==> src/rtl/ipv4_cidr_text_parser_core_macros.svh <==
// ============================================================================
// ipv4_cidr_text_parser_core_macros.svh
// Assertion macros used by the parser core RTL.
// ============================================================================
`ifndef IPV4_CIDR_TEXT_PARSER_CORE_MACROS_SVH
`define IPV4_CIDR_TEXT_PARSER_CORE_MACROS_SVH

// Same-cycle implication, disabled during reset.
`define ICP_ASSERT_NOW(label, ante, cons, msg) \
    label: assert property (@(posedge clk) disable iff (!rst_n) (ante) |-> (cons)) \
        else $error(msg);

// Next-cycle implication, disabled during reset.
`define ICP_ASSERT_NEXT(label, ante, cons, msg) \
    label: assert property (@(posedge clk) disable iff (!rst_n) (ante) |=> (cons)) \
        else $error(msg);

`endif

==> src/rtl/icp_pkg.sv <==
// ============================================================================
// icp_pkg
// Types and constants for the IPv4 dotted-quad / CIDR text parser.
// ============================================================================
package icp_pkg;

    localparam logic [2:0] PH_OCT0   = 3'd0;
    localparam logic [2:0] PH_OCT3   = 3'd3;
    localparam logic [2:0] PH_PREFIX = 3'd4;

    localparam logic [11:0] OCTET_MAX  = 12'd255;
    localparam logic [11:0] PREFIX_MAX = 12'd32;

    localparam logic [7:0] CH_DOT   = 8'h2E;
    localparam logic [7:0] CH_SLASH = 8'h2F;
    localparam logic [7:0] CH_ZERO  = 8'h30;
    localparam logic [7:0] CH_NINE  = 8'h39;

    typedef struct packed {
        logic [2:0]  phase;
        logic [7:0]  field_value;
        logic        digit_seen;
        logic [31:0] addr_acc;
        logic        failed;
    } icp_state_t;

    typedef struct packed {
        logic        valid_res;
        logic [31:0] address;
        logic        has_prefix;
        logic [5:0]  prefix_len;
    } icp_result_t;

    localparam icp_state_t STATE_RESET = '0;

endpackage

==> src/rtl/icp_step.sv <==
// ============================================================================
// icp_step
// Per-character next-state and end-of-string result logic.
// ============================================================================
module icp_step
(
    input  icp_pkg::icp_state_t  cur,
    input  logic [7:0]           ch,
    input  logic                 last,
    output icp_pkg::icp_state_t  nxt_state,
    output icp_pkg::icp_result_t res
);

    icp_pkg::icp_state_t nxt;
    logic                is_digit;
    logic [7:0]          digit_val;
    logic [11:0]         acc_sum;
    logic [11:0]         limit;

    assign is_digit  = (ch >= icp_pkg::CH_ZERO) && (ch <= icp_pkg::CH_NINE);
    assign digit_val = ch - icp_pkg::CH_ZERO;
    assign acc_sum   = 12'(cur.field_value) * 12'd10 + 12'(digit_val[3:0]);
    assign limit     = (cur.phase == icp_pkg::PH_PREFIX) ? icp_pkg::PREFIX_MAX
                                                         : icp_pkg::OCTET_MAX;

    always_comb
    begin
        nxt = cur;
        priority if (cur.failed || (cur.phase > icp_pkg::PH_PREFIX))
        begin
            nxt.failed = 1'b1;
        end
        else if (is_digit)
        begin
            if (acc_sum > limit)
            begin
                nxt.failed = 1'b1;
            end
            else
            begin
                nxt.field_value = acc_sum[7:0];
                nxt.digit_seen  = 1'b1;
            end
        end
        else if (ch == icp_pkg::CH_DOT)
        begin
            if ((cur.phase < icp_pkg::PH_OCT3) && cur.digit_seen)
            begin
                nxt.addr_acc    = {cur.addr_acc[23:0], cur.field_value};
                nxt.field_value = '0;
                nxt.digit_seen  = 1'b0;
                nxt.phase       = cur.phase + 3'd1;
            end
            else
            begin
                nxt.failed = 1'b1;
            end
        end
        else if (ch == icp_pkg::CH_SLASH)
        begin
            if ((cur.phase == icp_pkg::PH_OCT3) && cur.digit_seen)
            begin
                nxt.addr_acc    = {cur.addr_acc[23:0], cur.field_value};
                nxt.field_value = '0;
                nxt.digit_seen  = 1'b0;
                nxt.phase       = icp_pkg::PH_PREFIX;
            end
            else
            begin
                nxt.failed = 1'b1;
            end
        end
        else
        begin
            nxt.failed = 1'b1;
        end
    end

    always_comb
    begin
        res = '0;
        priority if (nxt.failed || !nxt.digit_seen)
        begin
            res = '0;
        end
        else if (nxt.phase == icp_pkg::PH_OCT3)
        begin
            res.valid_res = 1'b1;
            res.address   = {nxt.addr_acc[23:0], nxt.field_value};
        end
        else if (nxt.phase == icp_pkg::PH_PREFIX)
        begin
            res.valid_res  = 1'b1;
            res.address    = nxt.addr_acc;
            res.has_prefix = 1'b1;
            res.prefix_len = nxt.field_value[5:0];
        end
        else
        begin
            res = '0;
        end
    end

    // state clears after every string
    assign nxt_state = last ? icp_pkg::STATE_RESET : nxt;

endmodule

==> src/rtl/icp_out_reg.sv <==
// ============================================================================
// icp_out_reg
// Result register with valid/ready handshake toward the receiver.
// ============================================================================
module icp_out_reg
(
    input  logic                 clk,
    input  logic                 rst_n,
    input  logic                 load,
    input  icp_pkg::icp_result_t load_res,
    input  logic                 res_ready,
    output logic                 res_valid,
    output logic                 room,
    output icp_pkg::icp_result_t res
);

    logic                 res_valid_reg;
    icp_pkg::icp_result_t res_reg;

    assign room      = !res_valid_reg || res_ready;
    assign res_valid = res_valid_reg;
    assign res       = res_reg;

    always_ff @(posedge clk or negedge rst_n)
    begin
        if (!rst_n)
        begin
            res_valid_reg <= 1'b0;
        end
        else if (load)
        begin
            res_valid_reg <= 1'b1;
        end
        else if (res_ready)
        begin
            res_valid_reg <= 1'b0;
        end
    end

    always_ff @(posedge clk)
    begin
        if (load)
        begin
            res_reg <= load_res;
        end
    end

endmodule

==> src/rtl/ipv4_cidr_text_parser_core.sv <==
// ============================================================================
// ipv4_cidr_text_parser_core
// Streaming parser for IPv4 dotted-quad text with optional CIDR prefix.
// ============================================================================
// Input channel: one character per beat on ch, with last on the final
// character of a string; ch_valid / ch_ready handshake.
// Result channel: one beat per string, carrying valid_res, address,
// has_prefix and prefix_len; res_valid / res_ready handshake. Invalid
// strings report all-zero address, flag and length.
// Throughput: one character per cycle while no stalled result waits in the
// result register; the character step between the parser state registers
// and the result register is combinational. The result of a string is
// registered and appears in the cycle after its last character is accepted.
// A stalled result holds in the result register; ch_ready stays high while
// that register is empty or being drained in the same cycle, so a waiting
// result blocks only further input, never a beat in flight.
// Reset clears the parser state and drops res_valid; no result is pending.
// ============================================================================
`include "ipv4_cidr_text_parser_core_macros.svh"

module ipv4_cidr_text_parser_core
(
    input  logic        clk,
    input  logic        rst_n,
    input  logic        ch_valid,
    output logic        ch_ready,
    input  logic [7:0]  ch,
    input  logic        last,
    output logic        res_valid,
    input  logic        res_ready,
    output logic        valid_res,
    output logic [31:0] address,
    output logic        has_prefix,
    output logic [5:0]  prefix_len
);

    icp_pkg::icp_state_t  state_reg;
    icp_pkg::icp_state_t  state_next;
    icp_pkg::icp_result_t step_res;
    icp_pkg::icp_result_t out_res;
    logic                 room;
    logic                 ch_accept;

    assign ch_ready  = room;
    assign ch_accept = ch_valid && ch_ready;

    icp_step u_step
    (
        .cur       (state_reg),
        .ch        (ch),
        .last      (last),
        .nxt_state (state_next),
        .res       (step_res)
    );

    always_ff @(posedge clk or negedge rst_n)
    begin
        if (!rst_n)
        begin
            state_reg <= icp_pkg::STATE_RESET;
        end
        else if (ch_accept)
        begin
            state_reg <= state_next;
        end
    end

    icp_out_reg u_out
    (
        .clk       (clk),
        .rst_n     (rst_n),
        .load      (ch_accept && last),
        .load_res  (step_res),
        .res_ready (res_ready),
        .res_valid (res_valid),
        .room      (room),
        .res       (out_res)
    );

    assign valid_res  = out_res.valid_res;
    assign address    = out_res.address;
    assign has_prefix = out_res.has_prefix;
    assign prefix_len = out_res.prefix_len;

    `ICP_ASSERT_NEXT(a_last_gives_result, ch_accept && last, res_valid, "last beat produced no result")
    `ICP_ASSERT_NEXT(a_last_clears_state, ch_accept && last, state_reg == icp_pkg::STATE_RESET, "state not cleared after string")
    `ICP_ASSERT_NOW(a_invalid_is_zero, res_valid && !valid_res, (address == 32'd0) && !has_prefix && (prefix_len == 6'd0), "invalid result carries nonzero fields")
    `ICP_ASSERT_NOW(a_prefix_range, res_valid && has_prefix, valid_res && (prefix_len <= 6'd32), "prefix result out of range")
    `ICP_ASSERT_NOW(a_phase_range, 1'b1, state_reg.phase <= icp_pkg::PH_PREFIX, "parser phase out of range")

endmodule

==> config.mk <==
export PLATFORM = sky130hd
export DESIGN_NAME = ipv4_cidr_text_parser_core
export DESIGN_NICKNAME = d
export VERILOG_FILES = /design/src/rtl/icp_pkg.sv /design/src/rtl/icp_step.sv /design/src/rtl/icp_out_reg.sv /design/src/rtl/ipv4_cidr_text_parser_core.sv
export VERILOG_INCLUDE_DIRS = /design/src /design/src/rtl
export SDC_FILE = /design/constraint.sdc
export NUM_CORES = 1
export LEC_CHECK = 0
export BUFFER_PORTS_ARGS = -buffer_cell sky130_fd_sc_hd__buf_2
export CELL_PAD_IN_SITES_DETAIL_PLACEMENT = 0
export CELL_PAD_IN_SITES_GLOBAL_PLACEMENT = 1
export CORE_AREA = 2 2 98 100
export CTS_BUF_LIST = sky130_fd_sc_hd__clkbuf_4
export CTS_CLUSTER_DIAMETER = 150
export DETAILED_ROUTE_END_ITERATION = 10
export DIE_AREA = 0 0 100 102
export GPL_TIMING_DRIVEN = 1
export MAX_ROUTING_LAYER = met4
export PLACE_DENSITY_LB_ADDON = 0.1
export SETUP_SLACK_MARGIN = 0.4
export SYNTH_ARGS = -nofsm -noshare
export SYNTH_HDL_FRONTEND = slang
export SYNTH_SLANG_ARGS = --single-unit
export TNS_END_PERCENT = 30
==> constraint.sdc <==
create_clock -name clk -period 12.05 [get_ports clk]
set_input_delay 0.6025 -clock clk [delete_from_list [all_inputs] [get_ports clk]]
set_output_delay 0.6025 -clock clk [all_outputs]
set_load 0.1 [all_outputs]
==> impl_metrics.py <==
metrics = {
    "outcome": {
        "status": "completed",
    },
    "global_route": {
        "antenna_found_initial": 0,
        "grt_use_total": 0.235,
        "grt_max_degree": 47,
        "grt_pass1_vias": 3328,
        "grt_pass1_wl_mm": 17.9,
        "overflow": 0,
    },
    "synth": {
        "yosys.area.top_type": "edfxtp_1",
        "synthXorXnorAreaFrac": 0.0152,
        "synthDistinctLibCells": 53,
        "synth_fa_ha_area_frac": 0.0764,
        "synth_nets": 467,
        "postSynthAreaPerCell_um2": 10.8,
        "ys_seq_area_frac": 0.510,
        "synth_common_cells": "nand2_1 (65), dfrtp_1 (46), o21ai_0 (42), edfxtp_1 (40), a22oi_1 (32)",
        "ys_seq_elements": 86,
        "synth.area.top_cells": "edfxtp_1 (26%), dfrtp_1 (25%), ha_1 (6.8%)",
        "synth_top_area_frac": 0.260,
        "synth_top_flop_cell": "dfrtp_1",
        "synthArstFlopShare": 0.535,
        "synth-simple-area-share": 0.123,
        "netlist_area_um2": 4620,
        "synth_top_family_by_area": "compound AO/OA/AOI/OAI gates",
        "muxShareOfSynthArea": 0,
        "yosysMostFrequentCell": "nand2_1",
        "synth_compound_area_frac": 0.227,
        "synth-edff-count": 40,
        "ys_warn_count": 0,
        "syn_inst": 427,
    },
    "layout": {
        "largest_reg_flops": 45,
        "n_fill_cell": 801,
        "final_area_um2": 5050,
        "area.growth.synth_to_final_pct": 9.33,
        "fin_util": 0.554,
        "drive_gt1_frac": 0.234,
        "num-nets-final": 514,
        "diodes": 0,
    },
    "timing": {
        "worst_clock_skew_ns": 0.0240,
        "setup_tns_ns": 0,
        "hold_viol": 0,
        "whs_ns": 0.246,
        "min_period_ns": 5.48,
        "max_slew_margin": 0.130,
        "drv_slew": 0,
        "fin_crit_sh": 0.455,
        "rsz0062_at_grt": "false",
        "fmax_mhz": 182,
        "worst_pin_slew_ns": 1.30,
        "setup-violations-final": 0,
    },
    "power": {
        "p_clk_frac": 0.277,
        "p_int_mw": 0.370,
        "p_total_mw": 0.537,
        "power_density_nw_per_um2": 107,
        "combPwrFrac": 0.136,
        "pwr-share-seq": 0.587,
        "switching_power_mw": 0.168,
        "leakagePower_nw": 2.19,
        "power.ir.vdd_worst_mv": 0.0677,
        "p_sw_frac": 0.312,
    },
    "clock_tree": {
        "insertion_delay_ns": 0.42,
        "cts_root_buf": "clkbuf_4",
        "post_cts_resized": 0,
        "postCtsSetupBuffers": 0,
        "cts_hold_buf": 0,
        "path_clk_slew_ns": 0.16,
        "cts-htree-levels": 3,
        "cts_buffers": 9,
        "cts_sinks": 86,
        "cts_max_path_buffers": 2,
        "tritoncts": "done",
    },
    "worst_setup_path": {
        "r2r_setup_slack_ns": 6.57,
        "critPathCaptureType": "flip-flop",
        "cp.arrival_ns": 5.77,
        "critPathTopFamily": "simple AND/OR/NAND/NOR gates",
        "worst-path-buf-inv": 1,
        "cp_slowest_cell": "and2_1",
        "cpMostUsedCell": "ha_1",
        "reg2reg_from": "state_reg[35]",
        "start_kind": "flip-flop",
        "reg2regPathDepth": 15,
        "r2r-end": "u_out.res[36]",
        "cpPeakStageDelay_ns": 1.08,
        "path_class": "flip-flop to flip-flop",
        "crit_fanout": 34,
        "crit_chain": "ha_1 -> ha_1 -> inv_1 -> fa_1 -> nor2b_1 -> nand2_1 -> nor2_1 -> xor2_1 -> ha_1 -> nand3_1 -> or4_1 -> a211o_1 -> a211oi_4 -> and2_1 -> a22o_2",
        "cp.required_ns": 12.34,
    },
    "job": {
        "maxCapViolations": 0,
    },
    "route": {
        "dr.pass1.iters": 4,
        "routed_wl_mm": 10.9,
        "drcViolationCount": 0,
        "vias": 3420,
        "drt-wirelength-per-cell_um": 18.4,
        "drtIter0Drc": 242,
        "drtAntennaViolNets": 0,
        "vias_per_cell": 5.80,
    },
    "floorplanning": {
        "pin_count": 55,
        "core.rowCount": 35,
        "start_util": 0.507,
        "fp.coreArea_um2": 9110,
        "die_h_um": 102,
        "fp.dieW_um": 100,
        "fp.dieArea_um2": 10200,
    },
    "placed_design": {
        "post-dp-hpwl_mm": 7.28,
        "port_buffers": 54,
        "placed_area_um2": 4930,
        "gp_routability_congestion": 0.857,
    },
    "min_path": {
        "hp-class": "input pin to asynchronous set/reset pin",
    },
}
[metal layers]
layer | wire length (µm) | vias up | GRT usage
met5 | 0 | - | -
met4 | 119 | 0 | 0.0569
met3 | 459 | 13 | 0.0472
met2 | 5150 | 89 | 0.360
met1 | 5160 | 1644 | 0.326
li1 | - | 1674 | -
[worst max-delay path by stage]
stage                         start       endpoint  slack, ns  cells after the start
global placement      state_reg[35]  u_out.res[21]       6.87                     15
CTS                   state_reg[35]  u_out.res[15]       6.60                     15
global route          state_reg[35]  u_out.res[16]       6.06                     16
detailed placement    state_reg[35]  u_out.res[36]       6.68                     15
finish                state_reg[35]  u_out.res[36]       6.57                     15
floorplan           u_out.res_valid   u_out.res[0]       7.58                      5
[power by group through the flow]
stage / Sequential [mW] / Combinational, mW / Clock (mW)
global route: 0.316 / 0.0771 / 0.168
global placement: 0.322 / 0.0731 / 0
CTS: 0.316 / 0.0734 / 0.155
floorplan: 0.361 / 0.0166 / 0
detailed placement: 0.322 / 0.0733 / 0
finish: 0.316 / 0.0729 / 0.149
[placed cells by master, fill, tap and decap left out, drive strengths merged, types with 3 or more instances in the layout]
cell / Yosys / layout
edfxtp: 40 / 40
a22oi: 32 / 32
dfrtp: 46 / 46
a22o: 31 / 31
nor2: 13 / 13
nor2b: 4 / 4
ha: 25 / 25
and2: 3 / 3
nand2b: 4 / 4
xor2: 5 / 5
xnor2: 3 / 3
nand2: 65 / 65
clkbuf: 15 / 10
o21ai: 44 / 44
nand3: 6 / 6
o2bb2ai: 7 / 7
and3: 7 / 7
buf: 8 / 59
nor3b: 4 / 4
o22ai: 3 / 3
inv: 22 / 25
a21oi: 7 / 7
[logic make-up after synthesis]
kind of cell,Yosys count
DFF,86
and+or+nand+nor,119
xor gates and xnor gates,8
buffers and inverters,45
adders and majority gates,27
AOI/OAI and AO/OA,142
[final cells by class]
type | instances | area [µm²] | share of cell area
Sequential cell | 86 | 2350 | 0.466
Multi-Input combinational cell | 296 | 2040 | 0.405
Timing Repair Buffer | 59 | 308 | 0.0610
Tap cell | 111 | 139 | 0.0275
Inverter | 22 | 82.6 | 0.0164
Clock buffer | 10 | 75.1 | 0.0149
Clock inverter | 6 | 45.0 | 0.00893
[per-stage QoR]
| step | std cells | setup WS, ns |
|---|---|---|
| finish | 590 | 6.57 |
| global route | 590 | 6.06 |
| CTS | 590 | 6.60 |
| detailed placement | 574 | 6.68 |
| global placement | 574 | 6.87 |
| floorplan | 427 | 7.58 |
No activity file was read; power rests on OpenSTA's default activity.
